## src/sv/mohs_pkg.sv

```systemverilog
// ============================================================================
// mohs_pkg
// Shared types, codes and helpers of the modem handshake sequencer.
// ============================================================================
package mohs_pkg;

   // Reply timer width
   localparam int WAIT_BITS = 16;
   localparam logic [31:0] WAIT_MAX32 = 32'(((64'd1 << WAIT_BITS) - 64'd1));

   // Command codes (req_tuser)
   localparam logic [1:0] CMD_TICK    = 2'd0;
   localparam logic [1:0] CMD_CONNECT = 2'd1;
   localparam logic [1:0] CMD_LINE    = 2'd2;
   localparam logic [1:0] CMD_RESET   = 2'd3;

   // Reply line kinds
   localparam logic [2:0] LK_EMPTY    = 3'd0;
   localparam logic [2:0] LK_ATZ_ECHO = 3'd1;
   localparam logic [2:0] LK_OK       = 3'd2;
   localparam logic [2:0] LK_MAKER    = 3'd3;
   localparam logic [2:0] LK_CGMI     = 3'd4;
   localparam logic [2:0] LK_CONNECT  = 3'd5;
   localparam logic [2:0] LK_ERROR    = 3'd6;
   localparam logic [2:0] LK_OTHER    = 3'd7;

   // Handshake phases
   localparam logic [2:0] PH_IDLE     = 3'd0;
   localparam logic [2:0] PH_ATZ      = 3'd1;
   localparam logic [2:0] PH_QUERY    = 3'd2;
   localparam logic [2:0] PH_MODE     = 3'd3;
   localparam logic [2:0] PH_LINKED   = 3'd4;
   localparam logic [2:0] PH_DTR_LOW  = 3'd5;
   localparam logic [2:0] PH_DTR_HIGH = 3'd6;
   localparam logic [2:0] PH_CR       = 3'd7;

   // Outgoing commands
   localparam logic [2:0] SEND_NONE  = 3'd0;
   localparam logic [2:0] SEND_ATZ   = 3'd1;
   localparam logic [2:0] SEND_CGMI  = 3'd2;
   localparam logic [2:0] SEND_OBEX  = 3'd3;
   localparam logic [2:0] SEND_CR    = 3'd4;

   // DTR actions
   localparam logic [1:0] DTR_KEEP  = 2'd0;
   localparam logic [1:0] DTR_DROP  = 2'd1;
   localparam logic [1:0] DTR_RAISE = 2'd2;

   // Link status
   localparam logic [1:0] LINK_IDLE      = 2'd0;
   localparam logic [1:0] LINK_CONNECTED = 2'd1;
   localparam logic [1:0] LINK_ERROR     = 2'd2;

   // Error codes
   localparam logic [1:0] ERR_NONE    = 2'd0;
   localparam logic [1:0] ERR_REFUSED = 2'd1;
   localparam logic [1:0] ERR_TIMEOUT = 2'd2;

   // Configuration register indexes
   localparam int CSR_INDEX_BITS = 3;
   localparam logic [2:0] CSR_FIRST_TRIES    = 3'd0;
   localparam logic [2:0] CSR_RECOVERY_TRIES = 3'd1;
   localparam logic [2:0] CSR_ATZ_WAIT       = 3'd2;
   localparam logic [2:0] CSR_REPLY_WAIT     = 3'd3;
   localparam logic [2:0] CSR_DTR_WAIT       = 3'd4;

   typedef struct packed {
      logic [3:0]  first_atz_tries;
      logic [3:0]  recovery_atz_tries;
      logic [15:0] atz_wait_ms;
      logic [15:0] reply_wait_ms;
      logic [15:0] dtr_wait_ms;
   } cfg_type;

   typedef struct packed {
      logic [2:0]           phase;
      logic [3:0]           tries_left;
      logic [WAIT_BITS-1:0] wait_left;
      logic                 wait_armed;
      logic [1:0]           status;
   } state_type;

   typedef struct packed {
      logic [2:0] handshake_state;
      logic       flush_input;
      logic       pass_line;
      logic       connected_event;
      logic [1:0] error_code;
      logic [1:0] link_status;
      logic [1:0] dtr_action;
      logic [2:0] send_command;
   } result_type;

   // Load value of the timer, saturated to the timer width
   function automatic logic [WAIT_BITS-1:0] wait_load(input logic [15:0] ms);
      logic [31:0] wide;
      wide = {16'd0, ms};
      if (wide > WAIT_MAX32) begin
         return '1;
      end else begin
         return WAIT_BITS'(wide);
      end
   endfunction

endpackage

```

## src/sv/mohs_csr.sv

```systemverilog
// ============================================================================
// mohs_csr
// Configuration registers: attempt budgets and timeouts.
// ============================================================================
module mohs_csr (
   input  logic                                   clock,
   input  logic                                   reset,
   input  logic                                   csr_valid,
   input  logic                                   csr_ready,
   input  logic [mohs_pkg::CSR_INDEX_BITS-1:0]    csr_index,
   input  logic [15:0]                            csr_data,
   output mohs_pkg::cfg_type                      cfg
);
   import mohs_pkg::*;

   cfg_type cfg_ff;
   cfg_type cfg_in;

   always_comb begin
      cfg_in = cfg_ff;
      if (csr_valid && csr_ready) begin
         case (csr_index)
            CSR_FIRST_TRIES:    cfg_in.first_atz_tries    = csr_data[3:0];
            CSR_RECOVERY_TRIES: cfg_in.recovery_atz_tries = csr_data[3:0];
            CSR_ATZ_WAIT:       cfg_in.atz_wait_ms        = csr_data;
            CSR_REPLY_WAIT:     cfg_in.reply_wait_ms      = csr_data;
            CSR_DTR_WAIT:       cfg_in.dtr_wait_ms        = csr_data;
            default:            cfg_in = cfg_ff;
         endcase
      end
   end

   always_ff @(posedge clock) begin
      if (reset) begin
         cfg_ff.first_atz_tries    <= 4'd10;
         cfg_ff.recovery_atz_tries <= 4'd15;
         cfg_ff.atz_wait_ms        <= 16'd200;
         cfg_ff.reply_wait_ms      <= 16'd300;
         cfg_ff.dtr_wait_ms        <= 16'd1000;
      end else begin
         cfg_ff <= cfg_in;
      end
   end

   assign cfg = cfg_ff;

endmodule

```

## src/sv/mohs_step.sv

```systemverilog
// ============================================================================
// mohs_step
// Next-state and result logic for one word of the handshake sequencer.
// ============================================================================
module mohs_step (
   input  mohs_pkg::cfg_type    cfg,
   input  mohs_pkg::state_type  state_cur,
   input  logic [1:0]           command,
   input  logic [2:0]           line_kind,
   input  logic                 port_ok,
   output mohs_pkg::state_type  state_in,
   output mohs_pkg::result_type result_in
);
   import mohs_pkg::*;

   state_type  nxt;
   result_type res;

   always_comb begin
      nxt = state_cur;
      res = '0;
      case (command)
         CMD_TICK: begin
            if (state_cur.wait_armed) begin
               if (state_cur.wait_left <= WAIT_BITS'(1)) begin
                  nxt.wait_left  = '0;
                  nxt.wait_armed = 1'b0;
                  // timeout action of the current phase, may rearm
                  case (state_cur.phase)
                     PH_ATZ: begin
                        if (state_cur.tries_left > 4'd1) begin
                           nxt.tries_left   = state_cur.tries_left - 4'd1;
                           res.send_command = SEND_ATZ;
                           nxt.wait_left    = wait_load(cfg.atz_wait_ms);
                           nxt.wait_armed   = 1'b1;
                        end else begin
                           nxt.tries_left = 4'd0;
                           nxt.phase      = PH_DTR_LOW;
                           res.dtr_action = DTR_DROP;
                           nxt.wait_left  = wait_load(cfg.dtr_wait_ms);
                           nxt.wait_armed = 1'b1;
                        end
                     end
                     PH_QUERY, PH_MODE: begin
                        nxt.phase      = PH_IDLE;
                        nxt.status     = LINK_ERROR;
                        res.error_code = ERR_TIMEOUT;
                     end
                     PH_DTR_LOW: begin
                        nxt.phase      = PH_DTR_HIGH;
                        res.dtr_action = DTR_RAISE;
                        nxt.wait_left  = wait_load(cfg.dtr_wait_ms);
                        nxt.wait_armed = 1'b1;
                     end
                     PH_DTR_HIGH: begin
                        nxt.phase        = PH_CR;
                        res.send_command = SEND_CR;
                        nxt.wait_left    = wait_load(cfg.dtr_wait_ms);
                        nxt.wait_armed   = 1'b1;
                     end
                     PH_CR: begin
                        nxt.phase        = PH_ATZ;
                        res.send_command = SEND_ATZ;
                        nxt.tries_left   = cfg.recovery_atz_tries;
                        nxt.wait_left    = wait_load(cfg.atz_wait_ms);
                        nxt.wait_armed   = 1'b1;
                     end
                     default: ;
                  endcase
               end else begin
                  nxt.wait_left = state_cur.wait_left - WAIT_BITS'(1);
               end
            end
         end
         CMD_CONNECT: begin
            if (!port_ok) begin
               nxt.status     = LINK_ERROR;
               res.error_code = ERR_REFUSED;
            end else if (state_cur.phase == PH_IDLE) begin
               res.send_command = SEND_ATZ;
               nxt.tries_left   = cfg.first_atz_tries;
               nxt.phase        = PH_ATZ;
               nxt.wait_left    = wait_load(cfg.atz_wait_ms);
               nxt.wait_armed   = 1'b1;
            end
         end
         CMD_LINE: begin
            case (state_cur.phase)
               PH_ATZ: begin
                  if (line_kind inside {LK_EMPTY, LK_ATZ_ECHO}) begin
                     // echo or blank, keep waiting
                  end else if (line_kind == LK_OK) begin
                     res.send_command = SEND_CGMI;
                     nxt.phase        = PH_QUERY;
                     nxt.wait_left    = wait_load(cfg.reply_wait_ms);
                     nxt.wait_armed   = 1'b1;
                  end else begin
                     nxt.phase      = PH_IDLE;
                     nxt.status     = LINK_ERROR;
                     res.error_code = ERR_REFUSED;
                  end
               end
               PH_QUERY: begin
                  if (line_kind inside {LK_EMPTY, LK_MAKER, LK_CGMI}) begin
                     // maker name and echo are ignored
                  end else if (line_kind == LK_OK) begin
                     res.send_command = SEND_OBEX;
                     nxt.phase        = PH_MODE;
                     nxt.wait_left    = wait_load(cfg.reply_wait_ms);
                     nxt.wait_armed   = 1'b1;
                  end else begin
                     nxt.phase      = PH_IDLE;
                     nxt.status     = LINK_ERROR;
                     res.error_code = ERR_REFUSED;
                  end
               end
               PH_MODE: begin
                  if (line_kind == LK_CONNECT) begin
                     nxt.status          = LINK_CONNECTED;
                     nxt.phase           = PH_LINKED;
                     res.connected_event = 1'b1;
                  end else if (line_kind == LK_ERROR) begin
                     nxt.phase      = PH_IDLE;
                     nxt.status     = LINK_ERROR;
                     res.error_code = ERR_REFUSED;
                  end
               end
               PH_LINKED: res.pass_line   = 1'b1;
               default:   res.flush_input = 1'b1;
            endcase
         end
         default: begin
            nxt.phase      = PH_IDLE;
            nxt.tries_left = 4'd0;
            nxt.wait_left  = '0;
            nxt.wait_armed = 1'b0;
            nxt.status     = LINK_IDLE;
         end
      endcase
      res.link_status     = nxt.status;
      res.handshake_state = nxt.phase;
   end

   assign state_in  = nxt;
   assign result_in = res;

endmodule

```

## src/sv/modem_obex_handshake_fsm.sv

```systemverilog
// ============================================================================
// modem_obex_handshake_fsm
// Sequences a modem into object-exchange mode from classified reply words.
// ============================================================================
// An accepted req word reaches its rsp word through the input register, then the
// result register, with the state update in the single step between.
// Throughput: one word per cycle; the input register stalls only while the
// result register holds a word that rsp_tready has not taken.
// Reset: synchronous, clears the handshake state, timer and both registers'
// valid flags, and restores the configuration defaults.
module modem_obex_handshake_fsm (
   input  logic                                clock,
   input  logic                                reset,
   // req: line_kind[2:0], port_ok[3], zero[7:4]
   input  logic [7:0]                          req_tdata,
   // req: command[1:0]
   input  logic [1:0]                          req_tuser,
   input  logic                                req_tvalid,
   output logic                                req_tready,
   // rsp: send_command[2:0], dtr_action[4:3], link_status[6:5], error_code[8:7],
   //      connected_event[9], pass_line[10], flush_input[11],
   //      handshake_state[14:12], zero[15]
   output logic [15:0]                         rsp_tdata,
   output logic                                rsp_tvalid,
   input  logic                                rsp_tready,
   input  logic                                csr_valid,
   output logic                                csr_ready,
   input  logic [mohs_pkg::CSR_INDEX_BITS-1:0] csr_index,
   input  logic [15:0]                         csr_data
);
   import mohs_pkg::*;

   cfg_type    cfg;
   state_type  state_ff;
   state_type  state_in;
   result_type result_in;
   result_type result_ff;

   logic       in_valid_ff;
   logic [1:0] in_cmd_ff;
   logic [2:0] in_kind_ff;
   logic       in_port_ok_ff;
   logic       rsp_valid_ff;
   logic       advance;

   assign csr_ready = 1'b1;

   mohs_csr u_csr (
      .clock     (clock),
      .reset     (reset),
      .csr_valid (csr_valid),
      .csr_ready (csr_ready),
      .csr_index (csr_index),
      .csr_data  (csr_data),
      .cfg       (cfg)
   );

   mohs_step u_step (
      .cfg       (cfg),
      .state_cur (state_ff),
      .command   (in_cmd_ff),
      .line_kind (in_kind_ff),
      .port_ok   (in_port_ok_ff),
      .state_in  (state_in),
      .result_in (result_in)
   );

   // word moves from input to result register when the latter is free
   assign advance    = in_valid_ff && (!rsp_valid_ff || rsp_tready);
   assign req_tready = !in_valid_ff || advance;

   always_ff @(posedge clock) begin
      if (reset) begin
         in_valid_ff  <= 1'b0;
         rsp_valid_ff <= 1'b0;
         state_ff     <= '{phase: PH_IDLE, tries_left: 4'd0, wait_left: '0,
                           wait_armed: 1'b0, status: LINK_IDLE};
      end else begin
         if (req_tready) begin
            in_valid_ff <= req_tvalid;
         end
         if (advance) begin
            rsp_valid_ff <= 1'b1;
            state_ff     <= state_in;
         end else if (rsp_tready) begin
            rsp_valid_ff <= 1'b0;
         end
      end
   end

   always_ff @(posedge clock) begin
      if (req_tready && req_tvalid) begin
         in_cmd_ff     <= req_tuser;
         in_kind_ff    <= req_tdata[2:0];
         in_port_ok_ff <= req_tdata[3];
      end
      if (advance) begin
         result_ff <= result_in;
      end
   end

   assign rsp_tvalid = rsp_valid_ff;
   assign rsp_tdata  = {1'b0, result_ff};

endmodule

```

## config.mk

```make
export PLATFORM = sky130hd
export DESIGN_NAME = modem_obex_handshake_fsm
export DESIGN_NICKNAME = d
export VERILOG_FILES = /design/src/sv/mohs_pkg.sv /design/src/sv/mohs_csr.sv /design/src/sv/mohs_step.sv /design/src/sv/modem_obex_handshake_fsm.sv
export SDC_FILE = /design/constraint.sdc
export NUM_CORES = 1
export LEC_CHECK = 0
export BUFFER_PORTS_ARGS = -buffer_cell sky130_fd_sc_hd__buf_2
export CORE_ASPECT_RATIO = 1.4
export CORE_UTILIZATION = 58
export DETAILED_ROUTE_END_ITERATION = 7
export GPL_ROUTABILITY_DRIVEN = 0
export MAX_ROUTING_LAYER = met4
export PLACE_DENSITY = 0.82
export RECOVER_POWER = 25
export SLEW_MARGIN = 20
export SYNTH_ARGS = -nofsm -noshare
export SYNTH_HDL_FRONTEND = slang
export SYNTH_SLANG_ARGS = --single-unit
```

## constraint.sdc

```tcl
create_clock -name clock -period 2.2 [get_ports clock]
set_input_delay 0 -clock clock [delete_from_list [all_inputs] [get_ports clock]]
set_output_delay 0 -clock clock [all_outputs]
set_load 0.01 [all_outputs]
```

==> flow_metrics.tcl <==
set metrics [dict create \
    status "complete, no violations" \
    area_growth_pct 17.7 \
    r2r_end "rsp_tdata[14]" \
    rr_worst_depth 5 \
    syn_nets 790 \
    rr_startpoint "state_ff[12]" \
    yosysSeqAreaShare 0.383 \
    root_buffer "clkbuf_16" \
    dr_total_vias 6117 \
    synth_edf_count 21 \
    worstMarginPinSlew_ns 0.746 \
    grt_max_degree 64 \
    p_total_mw 4.23 \
    fmax_mhz 465 \
    grt_pass1_vias 5929 \
    power_frac_comb 0.104 \
    drive_gt1_frac 0.148 \
    die_w_um 88.3 \
    holdCritStartpoint "csr_index[0]" \
    yosys_register_bits 105 \
    p_seq_frac 0.487 \
    dp_hpwl_mm 11.5 \
    slew_viol_final 0 \
    worst-setup-path-type "reg -> reg" \
    numCtsBuffers 9 \
    synth_cell_type_count 70 \
    rows 43 \
    boundaryPins 53 \
    antenna_found_initial 0 \
    routedWlPerCell_um 18.2 \
    worstSkewPairLatency_ns 0.36 \
    synth_top_cell_area_share 0.278 \
    drt_wl_total_mm 17.5 \
    min_to "u_csr.cfg[37]" \
    setup.worst_path.start_class "flop" \
    relSlewSlack 0.501 \
    clock_power_share 0.409 \
    initial_core_util 0.604 \
    endpoint_kind "flop" \
    peakVddDrop_mv 0.528 \
    synth_warnings 0 \
    grt_pass1_wl_mm 28.1 \
    cap_violations 0 \
    diodes 0 \
    viasPerCell 6.39 \
    fin_skew_ns 0.00723 \
    drc 0 \
    track_usage 0.345 \
    hold_violations 0 \
    final_common_cell "nand2_1" \
    dr.pass1.iters 5 \
    syn_area_um2 6040 \
    final_cell_mix "nand2_1 (153), dfxtp_1 (83), a21oi_1 (65), nor2_1 (51), o21ai_0 (44)" \
    crit_path_start "state_ff[12]" \
    arrival_ns 2.27 \
    internal_power_mw 3.16 \
    syn_area_per_cell_um2 8.04 \
    drt_iter0_drc 536 \
    setup_viol 0 \
    crit_fanout 7 \
    clockBufferDepth 2 \
    yosys.area.top_type "dfxtp_1" \
    synthTopCellsByArea "dfxtp_1 (28%), edfxtp_1 (10%), nand2_1 (9.5%), a21oi_1 (5.4%), a22oi_1 (4.2%)" \
    placed_area_um2 6510 \
    switchingPower_mw 1.07 \
    synthFlopType "dfxtp_1" \
    synthArstFlopShare 0 \
    core_um2 10000 \
    r2r_slack_ns 0.05 \
    hold_class "in -> reg" \
    cts_sinks 105 \
    ant_nets 0 \
    clk_pin_slew_worst_paths_ns 0.07 \
    critPathRequiredTime_ns 2.32 \
    finalCritPeriodShare 0.977 \
    min_period_ns 2.15 \
    grt_overflow 0 \
    cts_tree "yes" \
    p_per_area_nw_per_um2 595 \
    holdPathStages 5 \
    port_buffers 46 \
    synthCells 752 \
    dieArea_um2 10800 \
    switching_share 0.253 \
    htree_levels 3 \
    die_h_um 123 \
    nNetsFinal 856 \
    p_leak_nw 2.69 \
    post-route-cell-area_um2 7110 \
]
power groups by stage:
stage	combinational, mW	sequential, mW	clock, mW
global route	0.474	2.07	1.81
floorplan	0.256	2.09	0
global placement	0.378	2.10	0
finish	0.438	2.06	1.73
CTS	0.428	2.06	1.73
detailed placement	0.390	2.10	0
per-stage QoR:
stage                     hold WS (ns)  setup WS [ns]   util  instances  TNS, ns
after floorplan                 0.0989          0.203      -        752        0
after global placement           0.183          0.154  0.650        912        0
after detailed placement         0.178         0.0909  0.650        912        0
after CTS                        0.180         0.0303  0.707        953        0
after global routing             0.206        -0.0147  0.711        958  -0.0172
final                            0.188         0.0499  0.711        958        0
flip-flops by register name, summed over array words and instances, names as in the netlist:
register and cells:
in_port_ok_ff 1, in_valid_ff 1, state_ff 26, rsp_tdata 15
in_cmd_ff 2, in_kind_ff 3, u_csr.cfg 56, rsp_tvalid 1
synthesized netlist by cell type, types with 8 or more instances:
cell / number
mux2i_1: 23
xor2_1: 8
inv_1: 14
a211o_1: 11
a21oi_1: 65
clkbuf_1: 32
nand2_1: 153
nand3b_1: 18
dfxtp_1: 84
nand3_1: 13
o21ai_0: 46
nor2_1: 51
nor2b_1: 9
a22oi_1: 34
nand2b_1: 13
edfxtp_1: 21
buf_2: 18
layout make-up:
cell class	count	area [um^2]
multi-input combinational	572	3410
fill	787	2900
sequential	105	2310
timing repair buffer	116	847
clock buffer	10	250
tap	135	169
clock inverter	6	70.1
inverter	14	52.6
what timing repair did:
item                                   4_1_cts  5_1_grt
endpoints found under the hold margin       61        0
setup buffers                                0        4
resized for setup                            0        7
hold buffers                                25        0
setup endpoints to repair                    0       18
per-layer routing:
metal  global-route usage  vias up  part of all wire
met5                    -        -                 0
met4                0.195        0             0.045
met3               0.0746       88             0.088
met2                0.575      361              0.50
met1                0.377     2849              0.37
li1                     -     2819                 -
worst max-delay path by stage:
stage / end / slack [ns] / cells past startpoint
2_1_floorplan: state_ff[2] / 0.20 / 7
3_3_place_gp: state_ff[5] / 0.15 / 8
3_5_place_dp: state_ff[5] / 0.09 / 8
4_1_cts: rsp_tdata[3] / 0.03 / 5
5_1_grt: rsp_tdata[14] / -0.01 / 5
6_report: rsp_tdata[14] / 0.05 / 5
kinds of logic after synthesis:
kind of cell | synth area share
AND/OR/NAND/NOR | 0.241
XOR/XNOR | 0.0203
flip-flops | 0.383
AO/OA/AOI/OAI | 0.239
multiplexers | 0.0493
buffers and inverters | 0.0582
other | 0.00124
adder cells (fa/ha/maj) | 0.00828
worst max-delay path, cell delays in order, from the launching register on:
cell and delay, ns:
dfxtp_1 0.34, nor4_4 0.46, nand4_2 0.27, nor2_4 0.32, nand2_1 0.23, a31o_2 0.28
Note: power is estimated with default switching activity, not from simulation.
